**src/sv/owik_pkg.sv**
```systemverilog
package owik_pkg;

    localparam int STICK_W  = 11;
    localparam int SPEED_W  = 14;
    localparam int ARM_W    = 16;
    localparam int GAIN_W   = 16;
    localparam int WHEEL_W  = 16;
    localparam int CFG_IDX_W = 2;
    localparam int CFG_DATA_W = 16;

    // |v| <= 864 * 16383 / 500 < 2^15
    localparam int VMAG_W   = 15;
    // sqrt(2)/2 in Q1.15 times a Q8.8 gain
    localparam int GAINK_W  = 31;
    localparam int WMAG_W   = 32;
    localparam int PROD_W   = WMAG_W + GAINK_W;

    localparam logic signed [STICK_W:0] DEAD_BAND = 12'sd160;

    // floor(n / 125) = (n * RECIP_125) >> RECIP_SHIFT for n < 2^22
    localparam logic [22:0] RECIP_125   = 23'd4294968;
    localparam int          RECIP_SHIFT = 29;

    localparam logic [14:0] SQRT_HALF_Q15 = 15'd23170;
    localparam int          ROUND_BIT     = 35;
    localparam int          SAT_BIT       = ROUND_BIT + VMAG_W;
    localparam logic [VMAG_W-1:0] OUT_LIMIT = 15'd32767;

    localparam logic [SPEED_W-1:0] TOP_SPEED_RESET = 14'd1000;
    localparam logic [ARM_W-1:0]   ARM_X_RESET     = 16'd1024;
    localparam logic [ARM_W-1:0]   ARM_Y_RESET     = 16'd1024;
    localparam logic [GAIN_W-1:0]  GAIN_RESET      = 16'd256;
    localparam logic [GAINK_W-1:0] GAINK_RESET     =
        GAINK_W'(GAIN_RESET) * GAINK_W'(SQRT_HALF_Q15);

    typedef enum logic [CFG_IDX_W-1:0] {
        CFG_TOP_SPEED  = 2'd0,
        CFG_ARM_X      = 2'd1,
        CFG_ARM_Y      = 2'd2,
        CFG_WHEEL_GAIN = 2'd3
    } cfg_idx_t;

    typedef struct packed {
        logic mul;
        logic div;
    } shape_en_t;

    typedef struct packed {
        logic abs;
        logic mul;
        logic rnd;
    } wheel_en_t;

endpackage

```
**src/sv/owik_wheel.sv**
```systemverilog
module owik_wheel (
    input  logic                                  clk,
    input  owik_pkg::wheel_en_t                   en,
    input  logic signed [32:0]                    common,
    input  logic signed [16:0]                    lin,
    input  logic                                  sub,
    input  logic [owik_pkg::GAINK_W-1:0]          gain_k,
    output logic signed [owik_pkg::WHEEL_W-1:0]   target
);

    logic signed [33:0] common_ext;
    logic signed [33:0] lin_ext;
    logic signed [33:0] sum;
    logic signed [33:0] sum_abs;

    logic [owik_pkg::WMAG_W-1:0] mag_reg;
    logic                        neg_a_reg;
    logic [owik_pkg::PROD_W-1:0] prod_reg;
    logic [owik_pkg::PROD_W-1:0] prod_next;
    logic                        neg_m_reg;

    logic [owik_pkg::PROD_W:0]   rounded;
    logic [owik_pkg::VMAG_W-1:0] rmag;
    logic signed [owik_pkg::WHEEL_W-1:0] target_reg;
    logic signed [owik_pkg::WHEEL_W-1:0] target_next;

    assign common_ext = {common[32], common};
    assign lin_ext    = {{5{lin[16]}}, lin, 12'd0};
    assign sum        = sub ? common_ext - lin_ext : common_ext + lin_ext;
    assign sum_abs    = sum[33] ? -sum : sum;

    assign prod_next = {{owik_pkg::GAINK_W{1'b0}}, mag_reg}
                     * {{owik_pkg::WMAG_W{1'b0}}, gain_k};

    // round half away from zero on the magnitude, then clamp
    assign rounded = {1'b0, prod_reg}
                   + ((owik_pkg::PROD_W + 1)'(1) << (owik_pkg::ROUND_BIT - 1));
    assign rmag    = (|rounded[owik_pkg::PROD_W:owik_pkg::SAT_BIT])
                   ? owik_pkg::OUT_LIMIT
                   : rounded[owik_pkg::ROUND_BIT +: owik_pkg::VMAG_W];
    assign target_next = neg_m_reg ? -$signed({1'b0, rmag}) : $signed({1'b0, rmag});

    always_ff @(posedge clk)
    begin
        if (en.abs)
        begin
            mag_reg   <= sum_abs[owik_pkg::WMAG_W-1:0];
            neg_a_reg <= sum[33];
        end
        if (en.mul)
        begin
            prod_reg  <= prod_next;
            neg_m_reg <= neg_a_reg;
        end
        if (en.rnd)
        begin
            target_reg <= target_next;
        end
    end

    assign target = target_reg;

endmodule

```
**config.mk**
```make
export PLATFORM = sky130hd
export DESIGN_NAME = owik_wheel
export DESIGN_NICKNAME = d
export VERILOG_FILES = /design/src/sv/owik_pkg.sv /design/src/sv/owik_wheel.sv
export SDC_FILE = /design/constraint.sdc
export NUM_CORES = 2
export LEC_CHECK = 0
export BUFFER_PORTS_ARGS = -buffer_cell sky130_fd_sc_hd__buf_2
export CAP_MARGIN = 25
export CORE_MARGIN = 1.5
export CORE_UTILIZATION = 50
export CTS_BUF_LIST = sky130_fd_sc_hd__clkbuf_8 sky130_fd_sc_hd__clkbuf_16
export DETAILED_ROUTE_END_ITERATION = 10
export PLACE_DENSITY = 0.77
export SETUP_SLACK_MARGIN = 0.4
export SYNTH_ARGS = -nofsm -noshare
export SYNTH_HDL_FRONTEND = slang
export SYNTH_SLANG_ARGS = --single-unit
```
**constraint.sdc**
```tcl
create_clock -name clk -period 22.6 [get_ports clk]
set_input_delay 4.52 -clock clk [delete_from_list [all_inputs] [get_ports clk]]
set_output_delay 4.52 -clock clk [all_outputs]
set_load 0.02 [all_outputs]
```
# Word-level counts from Yosys, hierarchy flattened
# Index checks and enable logic that the tools add are counted.
word_totals:
  register_bits: 113
  latchBits: 0
  ramBits: 0
  romBits: 0
  input_bits: 86
  output_inout_bits: 16
  wordCells: 17
  mem_count: 0
classes:
  addsub: 5
  multipliers: 1
  div_mod_pow: 0
  order_cmp: 0
  eq_ne: 0
  shifts: 0
  mux: 4
  bitwise_logic: 0
  reduce_logical: 1
ops:
  columns: ["operator", "count"]
  rows:
  - ["63-bit by 35-bit adder with 64-bit output (second input constant)", 1]
  - ["32-bit by 31-bit multiplier with 63-bit output", 1]
  - ["33-bit by 29-bit adder with 34-bit output", 1]
  - ["34-bit two-way mux", 1]
  - ["33-bit by 29-bit subtractor with 34-bit output", 1]
  - ["32-bit two-way mux", 1]
  - ["32-bit negation", 1]
  - ["15-bit two-way mux", 2]
  - ["15-bit negation with 16-bit output", 1]
  - ["14-bit OR reduction", 1]

# Longest topological paths before layout
depth:
  ltp_word: 5
  depth_mapped: 30
  depth_no_buf: 29

# Worst setup path after synthesis
# No wires, ideal clock.
synth_timing:
  kind: "input to register"
  start: "input port gain_k[7] (netlist bit)"
  end: "register prod_reg[62] (netlist bit) (data pin)"
  t_arrival_ps: 11083
  path_slack_ps: 11257
  stages: 23
  n_path_buf: 1
  path_cell_list: "clkbuf_1 -> nand2_1 -> fa_1 -> fa_1 -> fa_1 -> fa_1 -> inv_1 -> fa_1 -> fa_1 -> fa_1 -> fa_1 -> ha_1 -> nand3_1 -> nor3_1 -> o2111ai_1 -> a31oi_1 -> o21ai_1 -> o211ai_2 -> nor3_1 -> o31a_1 -> o211ai_1 -> a21oi_1 -> xnor2_1"
synth_via:
  elab_chain_cells: 1
synth_rtl:
  columns: ["item", "line_no", "text"]
  rows:
  - ["from (decl)", "owik_wheel.sv:7", "input logic [owik_pkg::GAINK_W-1:0] gain_k,"]
  - ["32-bit by 31-bit multiplier with 63-bit output", "owik_wheel.sv:33", "* {{owik_pkg::WMAG_W{1'b0}}, gain_k};"]
  - ["net prod_next (one bit)", "owik_wheel.sv:19", "logic [owik_pkg::PROD_W-1:0] prod_next;"]
  - ["to (signal assigned)", "owik_wheel.sv:52", "prod_reg <= prod_next;"]
  - ["to (decl)", "owik_wheel.sv:18", "logic [owik_pkg::PROD_W-1:0] prod_reg;"]
# The timed path passes the listed nets, and every way through them passes these cells.
# A chain may end at the register's enable or synchronous reset.

# Worst setup path in the final report
layout_timing:
  start: "input port gain_k[14] (netlist bit)"
  end: "register prod_reg[60] (netlist bit) (data pin)"
# The elaborated chain is that of the path after synthesis.

==> qor.txt <==
CP startpoint kind - input pin
RSZ-0062 raised after global routing - false
Final setup fails - 0
Syn nets - 5120
Post-layout instance area - 37700 µm²
Least-Margin Pin Slew - 1.08 ns
Share of cells above drive strength 1 - 0.0453
Final core occ - 0.527
Final Hold Vio Count - 0
Avg WL per Cell - 19.6 µm
Fin crit share - 0.558
Final RePlAce weighted congestion - 0.933
Adder-Cell Fraction of Synth Area - 0.574
Syn Std Cell Area - 36300 µm²
Worst min path class - register to register
Sequential share of the synthesized area - 0.0654
Total GRT Usage - 0.265
Clock transition at the registers of the reported paths - 0.07 ns
CTS buffer count - 9
First-pass iteration count of the detailed router - 6
Tmin final - 12.60 ns
Initial Util - 0.506
CP max FO - 32
Die area - 74200 µm²
Max cap viols - 0
CTS tree - built
Worst setup path class - input pin to register
Clock buffer depth - 2
Root buffer cell - clkbuf_16
HP Start - neg_a_reg$_DFFE_PP_
DPL Wire Length - 70.5 mm
Most common cell after layout, fill and taps aside - fa_1
Antenna Nets Post-Route - 0
Post-route setup TNS - 0 ns
Required @ worst endpoint - 22.72 ns
Largest family of logic cells by synthesized area - adder cells
#FFs+latches synth - 79
Core area - 71600 µm²
Synth Flop Type - edfxtp_1
Post-CTS sizing - 0
Synth Area in XOR/XNOR - 0.0279
Grt ovf - 0
CTS sink cnt - 79
Slew HR - 0.277
Most frequent cells in the layout - fa_1 (866), inv_1 (814), and2_1 (534)
Hold Buf Count CTS - 0
Netlist cell types - 74
Clock latency at the later pin of the worst-skew pair - 0.37 ns
Number of synthesized flops with an enable pin - 79
Hold_ws - 0.746 ns
Global-route wire length before repair - 153 mm
H-tree depth - 3
Postcts setup bufs - 0
Max-slew violation count - 0
Vias - 26.6k
Die Span Y - 272 µm
Antenna violations before repair - 7
Mux contribution to synthesized area - 0.00110
Crit path from - gain_k[14]
Synth Area per Inst - 9.32 µm²
Nets - 5064
Worst reg2reg startpoint - mag_reg[10]$_DFFE_PP_
DRC marker count from the first detailed-route iteration - 1992
Max reg flops - 32
Outcome - finished clean
Post-synth ARST share - 0
Largest net degree at the start of global routing - 34
Fmax - 79.3 MHz
Endpoint class of the critical path - register
I/O Pins - 102
Arr. time, crit path - 12.72 ns
Worst clock skew - 0.00820 ns
I/O Buffers - 101
Mapped Cells - 3890
Synth warnings - 0
Layout area overhead - 4.02%
Vias in the first global route - 28.7k
FP Rows - 98
DR DRC count - 0
Placed cell areas - 37400 µm²
Vias/cell - 5.54
Compound-Gate Fraction of Synth Area - 0.0490
Simple-gate area share of the yosys netlist - 0.176
DIE WIDTH - 272 µm
WL final - 94.0 mm
[synth_stat cells (3+ instances only)]
master | n | share of area
nand2b_1 | 6 | 0.0010
nor2_1 | 54 | 0.0056
nor4_1 | 7 | 0.0012
o21bai_1 | 6 | 0.0012
a211oi_1 | 5 | 0.0010
xnor2_1 | 73 | 0.018
nor3_1 | 25 | 0.0034
and2_1 | 534 | 0.092
buf_4 | 4 | 0.00083
ha_1 | 278 | 0.096
a22oi_1 | 8 | 0.0017
nand4_1 | 15 | 0.0026
o21ai_1 | 10 | 0.0014
mux2i_1 | 4 | 0.0011
o2111ai_1 | 5 | 0.0012
or3_1 | 4 | 0.00069
nand2_1 | 520 | 0.054
fa_1 | 866 | 0.48
clkbuf_1 | 195 | 0.020
o31ai_1 | 8 | 0.0017
and3_1 | 19 | 0.0033
nor2b_1 | 7 | 0.0012
o211ai_1 | 8 | 0.0017
buf_6 | 3 | 0.00093
o31a_1 | 3 | 0.00072
nand3_1 | 37 | 0.0051
a31oi_1 | 9 | 0.0016
xor2_1 | 39 | 0.0094
a2bb2oi_1 | 5 | 0.0012
o21a_1 | 10 | 0.0021
edfxtp_1 | 79 | 0.065
o21ai_0 | 43 | 0.0059
a21o_1 | 34 | 0.0070
inv_1 | 814 | 0.084
and4_1 | 6 | 0.0014
a21oi_1 | 99 | 0.014
[layout make-up]
cell class | instances | area, µm²
Tap cell | 950 | 1190
Antenna cell | 4 | 10.0
Sequential cell | 79 | 2370
Multi-Input combinational cell | 2792 | 30000
Fill cell | 6403 | 33900
Inverter | 814 | 3060
Clock inverter | 7 | 57.6
Timing Repair Buffer | 138 | 783
Clock buffer | 9 | 225
[stage by stage]
| stage | setup WS, ns | std cells |
|---|---|---|
| after floorplan | 11.26 | 3890 |
| after global placement | 9.79 | 4773 |
| after detailed placement | 9.80 | 4773 |
| after CTS | 10.18 | 4789 |
| after global routing | 9.81 | 4792 |
| final | 10.0 | 4793 |
[path summary, 6_finish.rpt]
check / to / slack (ns) / cells after the start
worst max-delay path: prod_reg[60]$_DFFE_PP_ / 10.0 / 24
worst min register to register: neg_m_reg$_DFFE_PP_ / 0.75 / 0
worst max register to register: prod_reg[60]$_DFFE_PP_ / 13.66 / 24
worst min-delay path: neg_m_reg$_DFFE_PP_ / 0.75 / 0
[routing by layer]
| layer | vias to the layer above | share of wire | global-route usage |
|---|---|---|---|
| li1 | 11500 | - | - |
| met1 | 13500 | 0.39 | 0.347 |
| met2 | 1320 | 0.46 | 0.426 |
| met3 | 281 | 0.11 | 0.0713 |
| met4 | 10 | 0.039 | 0.0911 |
| met5 | - | 0.00073 | 0 |
[kinds of logic (layout without fill, tap and decap cells)]
group,after synthesis,count (layout)
and+or+nand+nor,1253,1253
adders and majority gates,1144,1144
buffers and inverters,1019,968
AOI/OAI and AO/OA,277,277
xor gates and xnor gates,114,114
DFF,79,79
muxes,4,4
other,0,4
[critical path: stages]
cell and delay [ns]:
buf_2 0.69, and2_1 0.26, fa_1 0.44, fa_1 0.53, inv_1 0.05, fa_1 0.49, fa_1 0.52, inv_1 0.05
fa_1 0.54, fa_1 0.48, fa_1 0.58, fa_1 0.43, ha_1 0.35, a21oi_1 0.28, nor2b_1 0.07, o21ai_0 0.18
a2111oi_0 0.12, a211oi_1 0.86, o21ai_1 0.33, a221o_1 0.41, a21oi_1 0.15, o21ai_1 0.11, a21oi_1 0.18, xnor2_1 0.08
Power is not shown: default switching activity piles up to over one toggle a cycle in this logic, so the estimate is an artifact.
