### config.mk
export PLATFORM = sky130hd
export DESIGN_NAME = owik_shape
export DESIGN_NICKNAME = d
export VERILOG_FILES = /design/src/sv/owik_pkg.sv /design/src/sv/owik_shape.sv
export SDC_FILE = /design/constraint.sdc
export NUM_CORES = 1
export LEC_CHECK = 0
export BUFFER_PORTS_ARGS = -buffer_cell sky130_fd_sc_hd__clkbuf_2
export CORE_ASPECT_RATIO = 1.25
export CORE_UTILIZATION = 55
export CTS_BUF_LIST = sky130_fd_sc_hd__clkbuf_16
export DETAILED_ROUTE_END_ITERATION = 6
export HOLD_SLACK_MARGIN = 0.02
export PLACE_DENSITY = 0.83
export SLEW_MARGIN = 20
export SYNTH_ARGS = -nofsm -noshare
export SYNTH_HDL_FRONTEND = slang
export SYNTH_SLANG_ARGS = --single-unit
export TNS_END_PERCENT = 5
### constraint.sdc
create_clock -name clk -period 8.9 [get_ports clk]
set_input_delay 0.89 -clock clk [delete_from_list [all_inputs] [get_ports clk]]
set_output_delay 0.89 -clock clk [all_outputs]
set_load 0.1 [all_outputs]
### src/sv/owik_pkg.sv
package owik_pkg;

    localparam int STICK_W  = 11;
    localparam int SPEED_W  = 14;
    localparam int ARM_W    = 16;
    localparam int GAIN_W   = 16;
    localparam int WHEEL_W  = 16;
    localparam int CFG_IDX_W = 2;
    localparam int CFG_DATA_W = 16;

    // |v| <= 864 * 16383 / 500 < 2^15
    localparam int VMAG_W   = 15;
    // sqrt(2)/2 in Q1.15 times a Q8.8 gain
    localparam int GAINK_W  = 31;
    localparam int WMAG_W   = 32;
    localparam int PROD_W   = WMAG_W + GAINK_W;

    localparam logic signed [STICK_W:0] DEAD_BAND = 12'sd160;

    // floor(n / 125) = (n * RECIP_125) >> RECIP_SHIFT for n < 2^22
    localparam logic [22:0] RECIP_125   = 23'd4294968;
    localparam int          RECIP_SHIFT = 29;

    localparam logic [14:0] SQRT_HALF_Q15 = 15'd23170;
    localparam int          ROUND_BIT     = 35;
    localparam int          SAT_BIT       = ROUND_BIT + VMAG_W;
    localparam logic [VMAG_W-1:0] OUT_LIMIT = 15'd32767;

    localparam logic [SPEED_W-1:0] TOP_SPEED_RESET = 14'd1000;
    localparam logic [ARM_W-1:0]   ARM_X_RESET     = 16'd1024;
    localparam logic [ARM_W-1:0]   ARM_Y_RESET     = 16'd1024;
    localparam logic [GAIN_W-1:0]  GAIN_RESET      = 16'd256;
    localparam logic [GAINK_W-1:0] GAINK_RESET     =
        GAINK_W'(GAIN_RESET) * GAINK_W'(SQRT_HALF_Q15);

    typedef enum logic [CFG_IDX_W-1:0] {
        CFG_TOP_SPEED  = 2'd0,
        CFG_ARM_X      = 2'd1,
        CFG_ARM_Y      = 2'd2,
        CFG_WHEEL_GAIN = 2'd3
    } cfg_idx_t;

    typedef struct packed {
        logic mul;
        logic div;
    } shape_en_t;

    typedef struct packed {
        logic abs;
        logic mul;
        logic rnd;
    } wheel_en_t;

endpackage

### src/sv/owik_shape.sv
module owik_shape (
    input  logic                                 clk,
    input  owik_pkg::shape_en_t                  en,
    input  logic signed [owik_pkg::STICK_W-1:0]  stick,
    input  logic [owik_pkg::SPEED_W-1:0]         top_speed,
    output logic [owik_pkg::VMAG_W-1:0]          speed_mag,
    output logic                                 speed_neg
);

    logic signed [owik_pkg::STICK_W:0] stick_ext;
    logic signed [owik_pkg::STICK_W:0] above_ext;
    logic signed [owik_pkg::STICK_W:0] below_ext;
    logic [9:0]  excess;
    logic        is_below;

    logic [23:0] prod_reg;
    logic [23:0] prod_next;
    logic        neg0_reg;
    logic [21:0] prod_next_q;
    logic [44:0] quot_full;
    logic [owik_pkg::VMAG_W-1:0] mag_reg;
    logic [owik_pkg::VMAG_W-1:0] mag_next;
    logic        neg1_reg;

    assign stick_ext = {stick[owik_pkg::STICK_W-1], stick};
    assign above_ext = stick_ext - owik_pkg::DEAD_BAND;
    assign below_ext = -stick_ext - owik_pkg::DEAD_BAND;
    assign is_below  = stick_ext < -owik_pkg::DEAD_BAND;

    always_comb
    begin
        priority if (stick_ext > owik_pkg::DEAD_BAND)
            excess = above_ext[9:0];
        else if (is_below)
            excess = below_ext[9:0];
        else
            excess = 10'd0;
    end

    assign prod_next = {14'd0, excess} * {10'd0, top_speed};

    // divide by 500: drop two bits, then reciprocal of 125
    assign prod_next_q = prod_reg[23:2];
    assign quot_full = {23'd0, prod_next_q} * {22'd0, owik_pkg::RECIP_125};
    assign mag_next = quot_full[owik_pkg::RECIP_SHIFT +: owik_pkg::VMAG_W];

    always_ff @(posedge clk)
    begin
        if (en.mul)
        begin
            prod_reg <= prod_next;
            neg0_reg <= is_below;
        end
        if (en.div)
        begin
            mag_reg  <= mag_next;
            neg1_reg <= neg0_reg;
        end
    end

    assign speed_mag = mag_reg;
    assign speed_neg = neg1_reg;

endmodule

; ---- Word-level counts from Yosys, hierarchy flattened
; Cells that the tools add are included.
; Widths: inputs -> output; s select.
[classes]
addsub = 3
multipliers = 2
order_cmp = 2
n_mux = 2
[ops]
columns = cell, n
row1 = $mul 22x20->41 const B, 1
row2 = $mul 10x14->24, 1
row3 = $mux 10, 2
row4 = $sub 10x9->10 const B, 2
row5 = $gt 11x9->1 const B, 1
row6 = $lt 11x9->1 const B, 1
row7 = $neg 10->10, 1
[word_totals]
register_bits = 41
input_bits = 28
out_inout_bits = 16
word_cells = 13

; ---- Depth between registers and ports, before layout
; Gate-level depths: netlist of run 1.
[depth]
word_depth = 5
depth_mapped = 31
ltp_nobuf = 30

; ---- Worst setup path after synthesis of run 1
; Ideal clock, no wire load.
[synth_path]
kind = input to register
from = input port stick[6] (netlist bit)
to = register prod_reg[22], data pin
setup_ns = 0.269
t_arrival_ns = 6.787
required_time_ns = 8.631
setup_slack_ns = 1.844
path_stages = 26
n_path_buf = 1
cell_sequence = inv_1 -> ha_1 -> nand2b_1 -> a21oi_1 -> o31ai_4 -> o21ai_0 -> clkbuf_1 -> nand2_1 -> fa_1 -> inv_1 -> fa_1 -> inv_1 -> fa_1 -> fa_1 -> inv_1 -> fa_1 -> ha_1 -> a21o_1 -> a211oi_1 -> nor2_1 -> and3_1 -> o31a_1 -> o31a_1 -> a21boi_2 -> o31ai_1 -> xor2_1
[synth_between]
elab_chain_cells = 5
word_cells_on_any_way = 8
cone_classes = 3 x add/sub / 1 x mul / 2 x order compare / 2 x mux
[synth_rtl]
columns = element, line
row1 = "start, declared", owik_shape.sv:4  ; input logic signed [owik_pkg::STICK_W-1:0] stick,
row2 = $neg 10->10, owik_shape.sv:27  ; assign below_ext = -stick_ext - owik_pkg::DEAD_BAND;
row3 = $sub 10x9->10, owik_shape.sv:27
row4 = $mux 10, owik_shape.sv:34  ; else if (is_below)
row5 = $mux 10 *, owik_shape.sv:32  ; priority if (stick_ext > owik_pkg::DEAD_BAND)
row6 = $mul 10x14->24 *, owik_shape.sv:40  ; assign prod_next = {14'd0, excess} * {10'd0, top_speed};
row7 = net prod_next[22], owik_shape.sv:17  ; logic [23:0] prod_next;
row8 = "end signal, assigned", owik_shape.sv:51  ; prod_reg <= prod_next;
row9 = "end, declared", owik_shape.sv:16  ; logic [23:0] prod_reg;
; The timed path passes the listed nets; every way through them passes the cells marked *.
; A chain may end at the register's enable or synchronous reset.

; ---- Worst setup path in the final report of run 1
[layout_path]
from = input port stick[0] (netlist bit)
to = register prod_reg[22], data pin
; Same word-level chain as after synthesis.

==> results of run 1 <==
-- kinds of logic after synthesis --
family	count (synthesis)
adder cells (fa/ha/maj)	432
buffers and inverters	334
flip-flops	39
AND/OR/NAND/NOR	237
AO/OA/AOI/OAI	131
XOR/XNOR	35
-- layer usage --
layer  vias up  share of wire, %  wire length (microns)  global-route usage [%]
met3        78               2.9                    729                    1.47
met1      4083                38                   9460                    26.8
li1       3866                 -                      -                       -
met4         0               4.4                   1090                    11.5
met5         -                 0                      0                       0
met2       207                55                  13500                    46.8
-- metrics by stage --
stage	hold WS (ps)	instances	worst slack (ps)	util [%]
floorplan	400	1208	1840	-
global placement	592	1510	1540	58.6
detailed placement	607	1510	1400	58.6
CTS	616	1518	1710	59.4
global route	586	1518	1270	59.4
finish	588	1518	1640	59.4
-- worst max path at each step --
stage	from	end	slack, ps	cells after the start
final	stick[0]	prod_reg[22]$_DFFE_PP_	1640	30
after detailed placement	stick[0]	prod_reg[22]$_DFFE_PP_	1400	30
after CTS	stick[0]	prod_reg[22]$_DFFE_PP_	1710	30
after floorplan	stick[6]	prod_reg[22]$_DFFE_PP_	1840	26
after global placement	stick[0]	prod_reg[21]$_DFFE_PP_	1540	30
after global routing	stick[0]	prod_reg[21]$_DFFE_PP_	1270	30
-- worst max-delay path: cells and delay by family --
family / cells / cell delay [ps]
XOR/XNOR: 1 / 150
adder cells (fa/ha/maj): 7 / 2950
AND/OR/NAND/NOR: 6 / 750
buffers and inverters: 6 / 540
AO/OA/AOI/OAI: 10 / 2000
-- area by class of cell --
cell class | instances | area, sq um
Timing Repair Buffer | 51 | 275
Clock inverter | 3 | 46.3
Multi-Input combinational cell | 835 | 9240
Sequential cell | 39 | 1170
Fill cell | 1746 | 8450
Tap cell | 274 | 343
Clock buffer | 5 | 125
Inverter | 311 | 1170
-- placed cells by master (no fill, tap or decap), drive strengths merged, types with 3 or more instances in the layout --
| cell | instances |
|---|---|
| a21oi | 41 |
| nor2 | 34 |
| and2 | 46 |
| edfxtp | 39 |
| a21o | 22 |
| inv | 312 |
| xor2 | 9 |
| buf | 8 |
| xnor2 | 26 |
| a211oi | 3 |
| nand4 | 5 |
| o31a | 4 |
| o21bai | 5 |
| fa | 191 |
| and3 | 7 |
| nor2b | 21 |
| o21a | 6 |
| o21ai | 22 |
| clkbuf | 48 |
| o211ai | 4 |
| nor3 | 10 |
| ha | 241 |
| nand2b | 15 |
| o31ai | 5 |
| nand3 | 6 |
| nand2 | 86 |
==> metrics.log, run 1 <==
INFO  metric worst_ep_arrival_time = 7300 ps
INFO  metric synth-seq-cells = 39
INFO  metric grt_use_total = 24.1%
INFO  metric post_route_cells_drive_above_1_share = roughly 6.1%
INFO  metric worstMarginPinSlew = 664 ps
INFO  metric finalWeightedCongestion = 0.904
INFO  metric drt_first_pass_iters = 5
INFO  metric route.detailed.wl_per_inst = 16.4 microns
INFO  metric cts.repair.resized = 0
INFO  metric outcome = complete, no violations
INFO  metric min_path_type = flip-flop to flip-flop
INFO  metric postSynthAreaPerCell = 9.66 sq um
INFO  metric drt-initial-drc-count = 344
INFO  metric core.rowCount = 59
INFO  metric remaining_drc_errors = 0
INFO  metric max_slew_margin = a little under three fifths
INFO  metric core-area = 20,800 sq um
INFO  metric standard_cell_area_after_detailed_placement = 12,200 sq um
INFO  metric floorplan.io_pins = 44
INFO  metric floorplan.die_area = roughly 22,000 sq um
INFO  metric htree_levels = 2
INFO  metric syn_to_final_growth = 6.04%
INFO  metric synth-simple-area-share = roughly a tenth
INFO  metric whs_endpoint = speed_neg$_DFFE_PP_
INFO  metric via_count_of_the_routed_design = 8,234
INFO  metric cts-root-buf = sky130_fd_sc_hd__clkbuf_16
INFO  metric post-synth-top-area-fraction = 32.8%
INFO  metric timing.reg2reg.setup_slack = about 2300 ps
INFO  metric clk_pin_slew_worst_paths = 70 ps
INFO  metric finalInstanceArea = 12,400 sq um
INFO  metric crit_path_start_kind = primary input
INFO  metric post_drt_via_cell_ratio = about 5.4
INFO  metric timing.setup.tns = 0 ps
INFO  metric yosys-mux-area-fraction = 0%
INFO  metric required = 8940 ps
INFO  metric port-buffer-count = 43
INFO  metric cp_max_fo = 14
INFO  metric syn_nets = approximately 1,700
INFO  metric achievable-frequency = approximately 140 MHz
INFO  metric final_max_slew_viol_count = 0
INFO  metric wire_length_of_the_first_global_routing_pass = about 40 mm
INFO  metric setup.worst_path.class = primary input to flip-flop
INFO  metric synth_top_family_by_area = adder cells
INFO  metric tritoncts.num_buffers = 5
INFO  metric count_of_flip_flops_with_a_built_in_enable_after_synthesis = 39
INFO  metric yosys.cell_count.top_type = sky130_fd_sc_hd__inv_1
INFO  metric worstReg2RegEnd = speed_mag[12]$_DFFE_PP_
INFO  metric detailedPlacementHpwl = 21.5 mm
INFO  metric vias_in_the_first_global_route = 8,856
INFO  metric clock_tree.buffer_depth = 2
INFO  metric crit_path_end_kind = flip-flop
INFO  metric synth_compound_area_share = under 10%
INFO  metric cts_sinks = 39
INFO  metric hold_buffer_count_at_cts = 0
INFO  metric largest_reg_flops = 22
INFO  metric grt_remaining_overflow = 0
INFO  metric grt_start_max_net_pins = 24
INFO  metric final_period_minus_worst_setup_slack = a little over 7000 ps
INFO  metric timing.hold.worst.start = neg0_reg$_DFFE_PP_
INFO  metric tritoncts = done
INFO  metric synth_largest_area_cell = sky130_fd_sc_hd__fa_1
INFO  metric grt_antenna_before_repair = 0
INFO  metric synth_top_flop_cell = sky130_fd_sc_hd__edfxtp_1
INFO  metric synthesis.instances = 1,208
INFO  metric worst_r2r_path_depth = 21
INFO  metric worst_clock_skew = between 10 and 15 ps
INFO  metric synth_sequential_area_ratio = 10.0%
INFO  metric n_antenna_cell = 0
INFO  metric starting_density_of_the_core = roughly 56%
INFO  metric synth-xor-area-share = 2.63%
INFO  metric layout.nets = 1,703
INFO  metric slowest_delay = 500 ps
INFO  metric cts.repair_timing.setup_buffer_count = 0
INFO  metric timing.final.setup_violations = 0
INFO  metric die_x = 132 microns
INFO  metric hold-path-cell-count = 0
INFO  metric synth.cell_area = 11,700 sq um
INFO  metric ys_types = 54
INFO  metric async_s_r_ff_share_synth = 0%
INFO  metric post-route-period-util = 81.6%
INFO  metric critical_path.most_common_cell = sky130_fd_sc_hd__fa_1
INFO  metric netlist_top_cells_area = sky130_fd_sc_hd__fa_1 (33%), sky130_fd_sc_hd__ha_1 (26%), sky130_fd_sc_hd__edfxtp_1 (10%), sky130_fd_sc_hd__inv_1 (10%), sky130_fd_sc_hd__nand2_1 (2.8%)
INFO  metric hold_viol_final = 0
INFO  metric drv.max_cap_violation_count = 0
INFO  metric post_synth_fa_ha_maj_area_fraction = 58.6%
INFO  metric postRouteWirelength = 24.8 mm
INFO  metric clock_latency = 300 ps
INFO  metric die_height = 165 microns
INFO  metric netlist_top_cells_count = sky130_fd_sc_hd__inv_1 (311), sky130_fd_sc_hd__ha_1 (241), sky130_fd_sc_hd__fa_1 (191), sky130_fd_sc_hd__nand2_1 (86), sky130_fd_sc_hd__and2_1 (46)
INFO  metric drt.antenna.violating_nets = 0
INFO  metric rsz0062_at_grt = false
INFO  metric critPathSlowestCell = sky130_fd_sc_hd__fa_1
INFO  metric synthesis.yosys.warnings = 0
INFO  metric r2r_start = prod_reg[9]$_DFFE_PP_
Power of run 1 is not shown: default switching activity piles up to over one toggle a cycle in this logic, so the estimate is an artifact.
==> run 2: changes to the inputs <==
==> constraint.sdc (replaced) <==
create_clock -name clk -period 7.4 [get_ports clk]
set_input_delay 0.74 -clock clk [delete_from_list [all_inputs] [get_ports clk]]
set_output_delay 0.74 -clock clk [all_outputs]
set_load 0.1 [all_outputs]
==> run 2 against run 1 <==
Compared with the run above: first-iteration DRC count increased by 17%; flip-flop and latch count unchanged; die area unchanged; utilization increased by 0.054 points; wire length decreased by 2.0%.
==> metrics.log, run 2 (synthesis gave the netlist of run 1 again) <==
INFO  metric outcome = complete, no violations
INFO  metric remaining_drc_errors = 0
INFO  metric final_common_cell = sky130_fd_sc_hd__inv_1
INFO  metric grt_remaining_overflow = 0
INFO  metric wire_length_of_the_first_global_routing_pass = 41.7 mm
INFO  metric critPathSlowestCell = sky130_fd_sc_hd__fa_1
INFO  metric grt_antenna_before_repair = 0
INFO  metric fillCellCount = 1,729
INFO  metric required = 7430 ps
INFO  metric timing.setup.tns = 0 ps
INFO  metric starting_density_of_the_core = a little under three fifths
INFO  metric grt_start_max_net_pins = 24
INFO  metric min_path_type = flip-flop to flip-flop
INFO  metric crit_path_start_kind = primary input
INFO  metric clock_latency = 290 ps
INFO  metric hold_buffer_count_at_cts = 0
INFO  metric detailedPlacementHpwl = 21.0 mm
INFO  metric core.rowCount = between 50 and 60
INFO  metric critical_path.most_common_cell = sky130_fd_sc_hd__fa_1
INFO  metric worst_r2r_path_depth = 21
INFO  metric core-area = 20,800 sq um
INFO  metric hold_viol_final = 0
INFO  metric cts_sinks = 39
INFO  metric drt_first_pass_iters = 6
INFO  metric slowest_delay = 490 ps
INFO  metric clk_pin_slew_worst_paths = about 60 ps
INFO  metric achievable-frequency = 144 MHz
INFO  metric post-route-period-util = 93.7%
INFO  metric via_count_of_the_routed_design = 8,289
INFO  metric final_period_minus_worst_setup_slack = between 6000 and 7000 ps
INFO  metric postRouteWirelength = 24.3 mm
INFO  metric tritoncts.num_buffers = 5
INFO  metric grt_use_total = 24.2%
INFO  metric tritoncts = done
INFO  metric finalWeightedCongestion = 0.922
INFO  metric rsz0062_at_grt = false
INFO  metric finish.cell_count_without_fillers = between 1,500 and 2,000
INFO  metric cts.repair_timing.setup_buffer_count = 0
INFO  metric vias_in_the_first_global_route = 9,122
INFO  metric hold-path-cell-count = 0
INFO  metric cp_max_fo = 13
INFO  metric crit_path_end_kind = flip-flop
INFO  metric layout.nets = between 1,500 and 2,000
INFO  metric htree_levels = 2
INFO  metric post_drt_via_cell_ratio = 5.45
INFO  metric worst_clock_skew = 8.46 ps
INFO  metric timing.final.setup_violations = 0
INFO  metric setup.worst_path.class = primary input to flip-flop
INFO  metric largest_reg_flops = 22
INFO  metric floorplan.die_area = 21,800 sq um
INFO  metric worst_ep_arrival_time = 6960 ps
INFO  metric die_height = 165 microns
INFO  metric drt.antenna.violating_nets = 0
INFO  metric drt-initial-drc-count = around 400
INFO  metric syn_to_final_growth = 6.14%
INFO  metric clock_tree.buffer_depth = 2
INFO  metric route.detailed.wl_per_inst = 16.0 microns
INFO  metric layout.cells.most_common_list = sky130_fd_sc_hd__inv_1 (311), sky130_fd_sc_hd__ha_1 (241), sky130_fd_sc_hd__fa_1 (191)
INFO  metric cts.repair.resized = 0
INFO  metric cts-root-buf = sky130_fd_sc_hd__clkbuf_16
INFO  metric n_antenna_cell = 0
INFO  metric port-buffer-count = 43
INFO  metric placed_cells = 1,513
INFO  metric worstMarginPinSlew = ~650 ps
INFO  metric final_max_slew_viol_count = 0
INFO  metric max_slew_margin = a little under three fifths
INFO  metric floorplan.io_pins = 44
INFO  metric die_x = 132 microns
INFO  metric drv.max_cap_violation_count = 0
INFO  metric post_route_cells_drive_above_1_share = 6.17%
[run 2: cell types whose count changed in the layout (fill, tap and decap cells not counted)]
| cell | before | now |
|---|---|---|
| sky130_fd_sc_hd__inv_6 | 1 | 0 |
| sky130_fd_sc_hd__buf_4 | 8 | 11 |
| sky130_fd_sc_hd__clkinv_2 | 0 | 1 |
| sky130_fd_sc_hd__clkinv_1 | 0 | 1 |
| sky130_fd_sc_hd__clkinvlp_4 | 1 | 0 |
| sky130_fd_sc_hd__a21oi_2 | 4 | 3 |
| sky130_fd_sc_hd__a21oi_1 | 37 | 38 |
[run 2: critical path: cells and delay by family]
| family | cells | cell delay, ps |
|---|---|---|
| adders and majority gates | 7 | 2630 |
| AOI/OAI and AO/OA | 10 | 2050 |
| and+or+nand+nor | 6 | 750 |
| buffers and inverters | 6 | 630 |
| xor gates and xnor gates | 1 | 150 |
[run 2: metrics by stage]
step | setup WS, ps | instance area, sq um | utilization, % | hold slack (ps)
after detailed placement | 175 | 12200 | 58.7 | 628
after global placement | 367 | 12200 | 58.7 | 605
after global routing | 33.2 | 12400 | 59.5 | 597
after floorplan | 494 | 11700 | - | 400
final | 468 | 12400 | 59.5 | 585
after CTS | 501 | 12400 | 59.5 | 625
[run 2: final cells by class]
cell class,count,area (sq um),area share [%]
Timing Repair Buffer,54,298,2.41
Multi-Input combinational cell,835,9240,74.6
Clock buffer,5,125,1.01
Sequential cell,39,1170,9.46
Tap cell,274,343,2.77
Inverter,311,1170,9.43
Clock inverter,3,38.8,0.313
[run 2: routing by layer]
layer  global-route usage [%]  share of wire, %  vias up
li1                         -                 -     3888
met3                     2.61               3.8       85
met4                     13.0               4.5        0
met2                     46.5                54      224
met1                     26.2                38     4092
met5                        0                 0        -
[run 2: worst paths after layout]
path	start	end	slack, ps
worst max-delay path	stick[0]	prod_reg[22]$_DFFE_PP_	470
worst max register to register	prod_reg[9]$_DFFE_PP_	speed_mag[12]$_DFFE_PP_	970
worst min register to register	neg0_reg$_DFFE_PP_	speed_neg$_DFFE_PP_	590
worst min-delay path	neg0_reg$_DFFE_PP_	speed_neg$_DFFE_PP_	590
Power of run 2 is left out for the same reason.
==> run 3: changes to the inputs <==
==> constraint.sdc (replaced) <==
create_clock -name clk -period 7.4 [get_ports clk]
set_input_delay 1.85 -clock clk [delete_from_list [all_inputs] [get_ports clk]]
set_output_delay 1.85 -clock clk [all_outputs]
set_load 0.1 [all_outputs]
==> run 3 against run 2 <==
Compared with the run above: the flow now finishes with violations (setup timing); wire length rose by 5.5%; global-route usage rose by 0.098 points; maximum frequency fell by 12%; flip-flop and latch count did not move; register-to-register slack barely moved; die area did not move.
==> metrics.log, run 3 (synthesis gave the netlist of run 1 again) <==
INFO  metric grt_use_total = about a quarter
INFO  metric slowest_delay = slightly below 600 ps
INFO  metric grt_remaining_overflow = 0
INFO  metric achievable-frequency = 127 MHz
INFO  metric placed_cells = 1,575
INFO  metric clock_tree.buffer_depth = 2
INFO  metric holdWs = roughly 460 ps
INFO  metric worst_setup_path_endpoint = prod_reg[21]$_DFFE_PP_
INFO  metric worst_clock_skew = 6.64 ps
INFO  metric final_period_minus_worst_setup_slack = around 8000 ps
INFO  metric largest_reg_flops = 22
INFO  metric via_count_of_the_routed_design = 8,616
INFO  metric htree_levels = 2
INFO  metric standard_cell_area_after_detailed_placement = approximately 13,000 sq um
INFO  metric post_drt_via_cell_ratio = around 5.4
INFO  metric tritoncts.num_buffers = 5
INFO  metric cts_sinks = 39
INFO  metric post_route_cells_drive_above_1_share = 13.7%
INFO  metric route.detailed.wl_per_inst = ~16 microns
INFO  metric tritoncts = done
INFO  metric finalInstanceArea = about 13,000 sq um
INFO  metric max_slew_margin = between 50% and 60%
INFO  metric cp_num_cells = 29
INFO  metric timing.reg2reg.setup_slack = 980 ps
INFO  metric critPathSlowestCell = sky130_fd_sc_hd__fa_1
INFO  metric finalWeightedCongestion = 0.955
INFO  metric remaining_drc_errors = 0
INFO  metric grt_start_max_net_pins = 24
INFO  metric postRouteWirelength = about 26 mm
INFO  metric layout.cells.most_common_list = sky130_fd_sc_hd__inv_1 (304), sky130_fd_sc_hd__ha_1 (235), sky130_fd_sc_hd__fa_1 (191)
INFO  metric hold_viol_final = 0
INFO  metric drv.max_cap_violation_count = 0
INFO  metric critical_path.most_common_cell = sky130_fd_sc_hd__fa_1
INFO  metric core.rowCount = slightly below 60
INFO  metric worst_ep_arrival_time = 7880 ps
INFO  metric final_max_slew_viol_count = 0
INFO  metric grt_antenna_before_repair = 0
INFO  metric worst_r2r_path_depth = 21
INFO  metric floorplan.io_pins = 44
INFO  metric detailedPlacementHpwl = roughly 22 mm
INFO  metric cp_max_fo = 3
INFO  metric post-route-period-util = 106%
INFO  metric clk_pin_slew_worst_paths = 60 ps
INFO  metric final_common_cell = sky130_fd_sc_hd__inv_1
INFO  metric rsz0062_at_grt = true
INFO  metric timing.critical_path.from = stick[1]
INFO  metric violations = setup timing
INFO  metric die_x = between 100 and 150 microns
INFO  metric cpLargestDelayFamily = adder cells
INFO  metric crit_path_start_kind = primary input
INFO  metric clock_latency = 290 ps
INFO  metric timing.setup.tns = -2580 ps
INFO  metric outcome = complete, but fails checks
INFO  metric port-buffer-count = 43
INFO  metric timing.critical_path.buf_inv = 5
INFO  metric finish.cell_count_without_fillers = 1,591
INFO  metric starting_density_of_the_core = 56.0%
INFO  metric timing.final.setup_violations = 10
INFO  metric drt.antenna.violating_nets = 0
INFO  metric drt_first_pass_iters = 4
INFO  metric crit_path_end_kind = flip-flop
INFO  metric layout.nets = 1,776
INFO  metric min_path_type = flip-flop to flip-flop
INFO  metric drt-initial-drc-count = 320
INFO  metric required = roughly 7400 ps
INFO  metric n_antenna_cell = 0
INFO  metric setup.worst_path.class = primary input to flip-flop
INFO  metric worstMarginPinSlew = ~700 ps
INFO  metric wire_length_of_the_first_global_routing_pass = 41.9 mm
INFO  metric worst_slack = -444 ps
INFO  metric floorplan.die_area = 21,800 sq um
INFO  metric core-area = 20,800 sq um
INFO  metric syn_to_final_growth = 12.4%
INFO  metric hold-path-cell-count = 0
INFO  metric die_height = ~160 microns
INFO  metric cts-root-buf = sky130_fd_sc_hd__clkbuf_16
INFO  metric worstReg2RegEnd = speed_mag[12]$_DFFE_PP_
INFO  metric r2r_start = prod_reg[9]$_DFFE_PP_
INFO  metric vias_in_the_first_global_route = 9,388
-- run 3: final cells by class --
cell class / instances / area (sq um)
multi-input cells: 835 / 9400
flip-flops and latches: 39 / 1170
clock buffers: 5 / 125
repair buffers: 124 / 872
clock inverters: 3 / 23.8
fillers: 1603 / 7700
well taps: 274 / 343
inverters: 311 / 1170
-- run 3: how the worst min path moves through the flow --
stage | start | end | slack (ps)
global route | neg0_reg$_DFFE_PP_ | speed_neg$_DFFE_PP_ | 470
detailed placement | neg0_reg$_DFFE_PP_ | speed_neg$_DFFE_PP_ | 450
global placement | neg0_reg$_DFFE_PP_ | speed_neg$_DFFE_PP_ | 460
CTS | neg0_reg$_DFFE_PP_ | speed_neg$_DFFE_PP_ | 460
finish | neg0_reg$_DFFE_PP_ | speed_neg$_DFFE_PP_ | 460
floorplan | neg0_reg$_DFFE_PP_ | speed_neg$_DFFE_PP_ | 400
-- run 3: worst register-to-register path, stage by stage (launching register included) --
cell                        delay, ps
sky130_fd_sc_hd__edfxtp_1         590
sky130_fd_sc_hd__ha_1             380
sky130_fd_sc_hd__ha_1             140
sky130_fd_sc_hd__inv_1             90
sky130_fd_sc_hd__fa_1             540
sky130_fd_sc_hd__inv_1             50
sky130_fd_sc_hd__fa_1             470
sky130_fd_sc_hd__inv_1             50
sky130_fd_sc_hd__fa_1             530
sky130_fd_sc_hd__inv_1             60
sky130_fd_sc_hd__fa_1             560
sky130_fd_sc_hd__fa_1             420
sky130_fd_sc_hd__ha_1             340
sky130_fd_sc_hd__nand2_1           80
sky130_fd_sc_hd__nor2_1           350
sky130_fd_sc_hd__nand4_1          150
sky130_fd_sc_hd__o211ai_1         390
sky130_fd_sc_hd__o2111ai_2        200
sky130_fd_sc_hd__a21oi_2          310
sky130_fd_sc_hd__o211ai_2         160
sky130_fd_sc_hd__and2b_1          200
sky130_fd_sc_hd__xnor2_1          120
-- run 3: per-layer routing --
metal  GRT usage, %  vias up  wire length, microns
li1               -     4023                     -
met5              0        -                     0
met4           11.7        0                  1280
met1           25.4     4295                  9280
met3           2.79       87                   992
met2           48.2      211                 14100
-- run 3: per-stage QoR --
stage | setup slack, ps | util [%]
floorplan | -380 | -
global placement | -462 | 61.1
detailed placement | -663 | 61.1
CTS | -281 | 61.9
global route | -658 | 63.0
finish | -444 | 63.0
-- run 3: what timing repair did --
item / 4_1_cts / 5_1_grt
setup buffers: 0 / 8
hold buffers: 0 / 0
setup endpoints to repair: 9 / 12
gates cloned: 0 / 0
resized for setup: 5 / 40
pin swaps: 2 / 24
Power of run 3 is left out for the same reason.
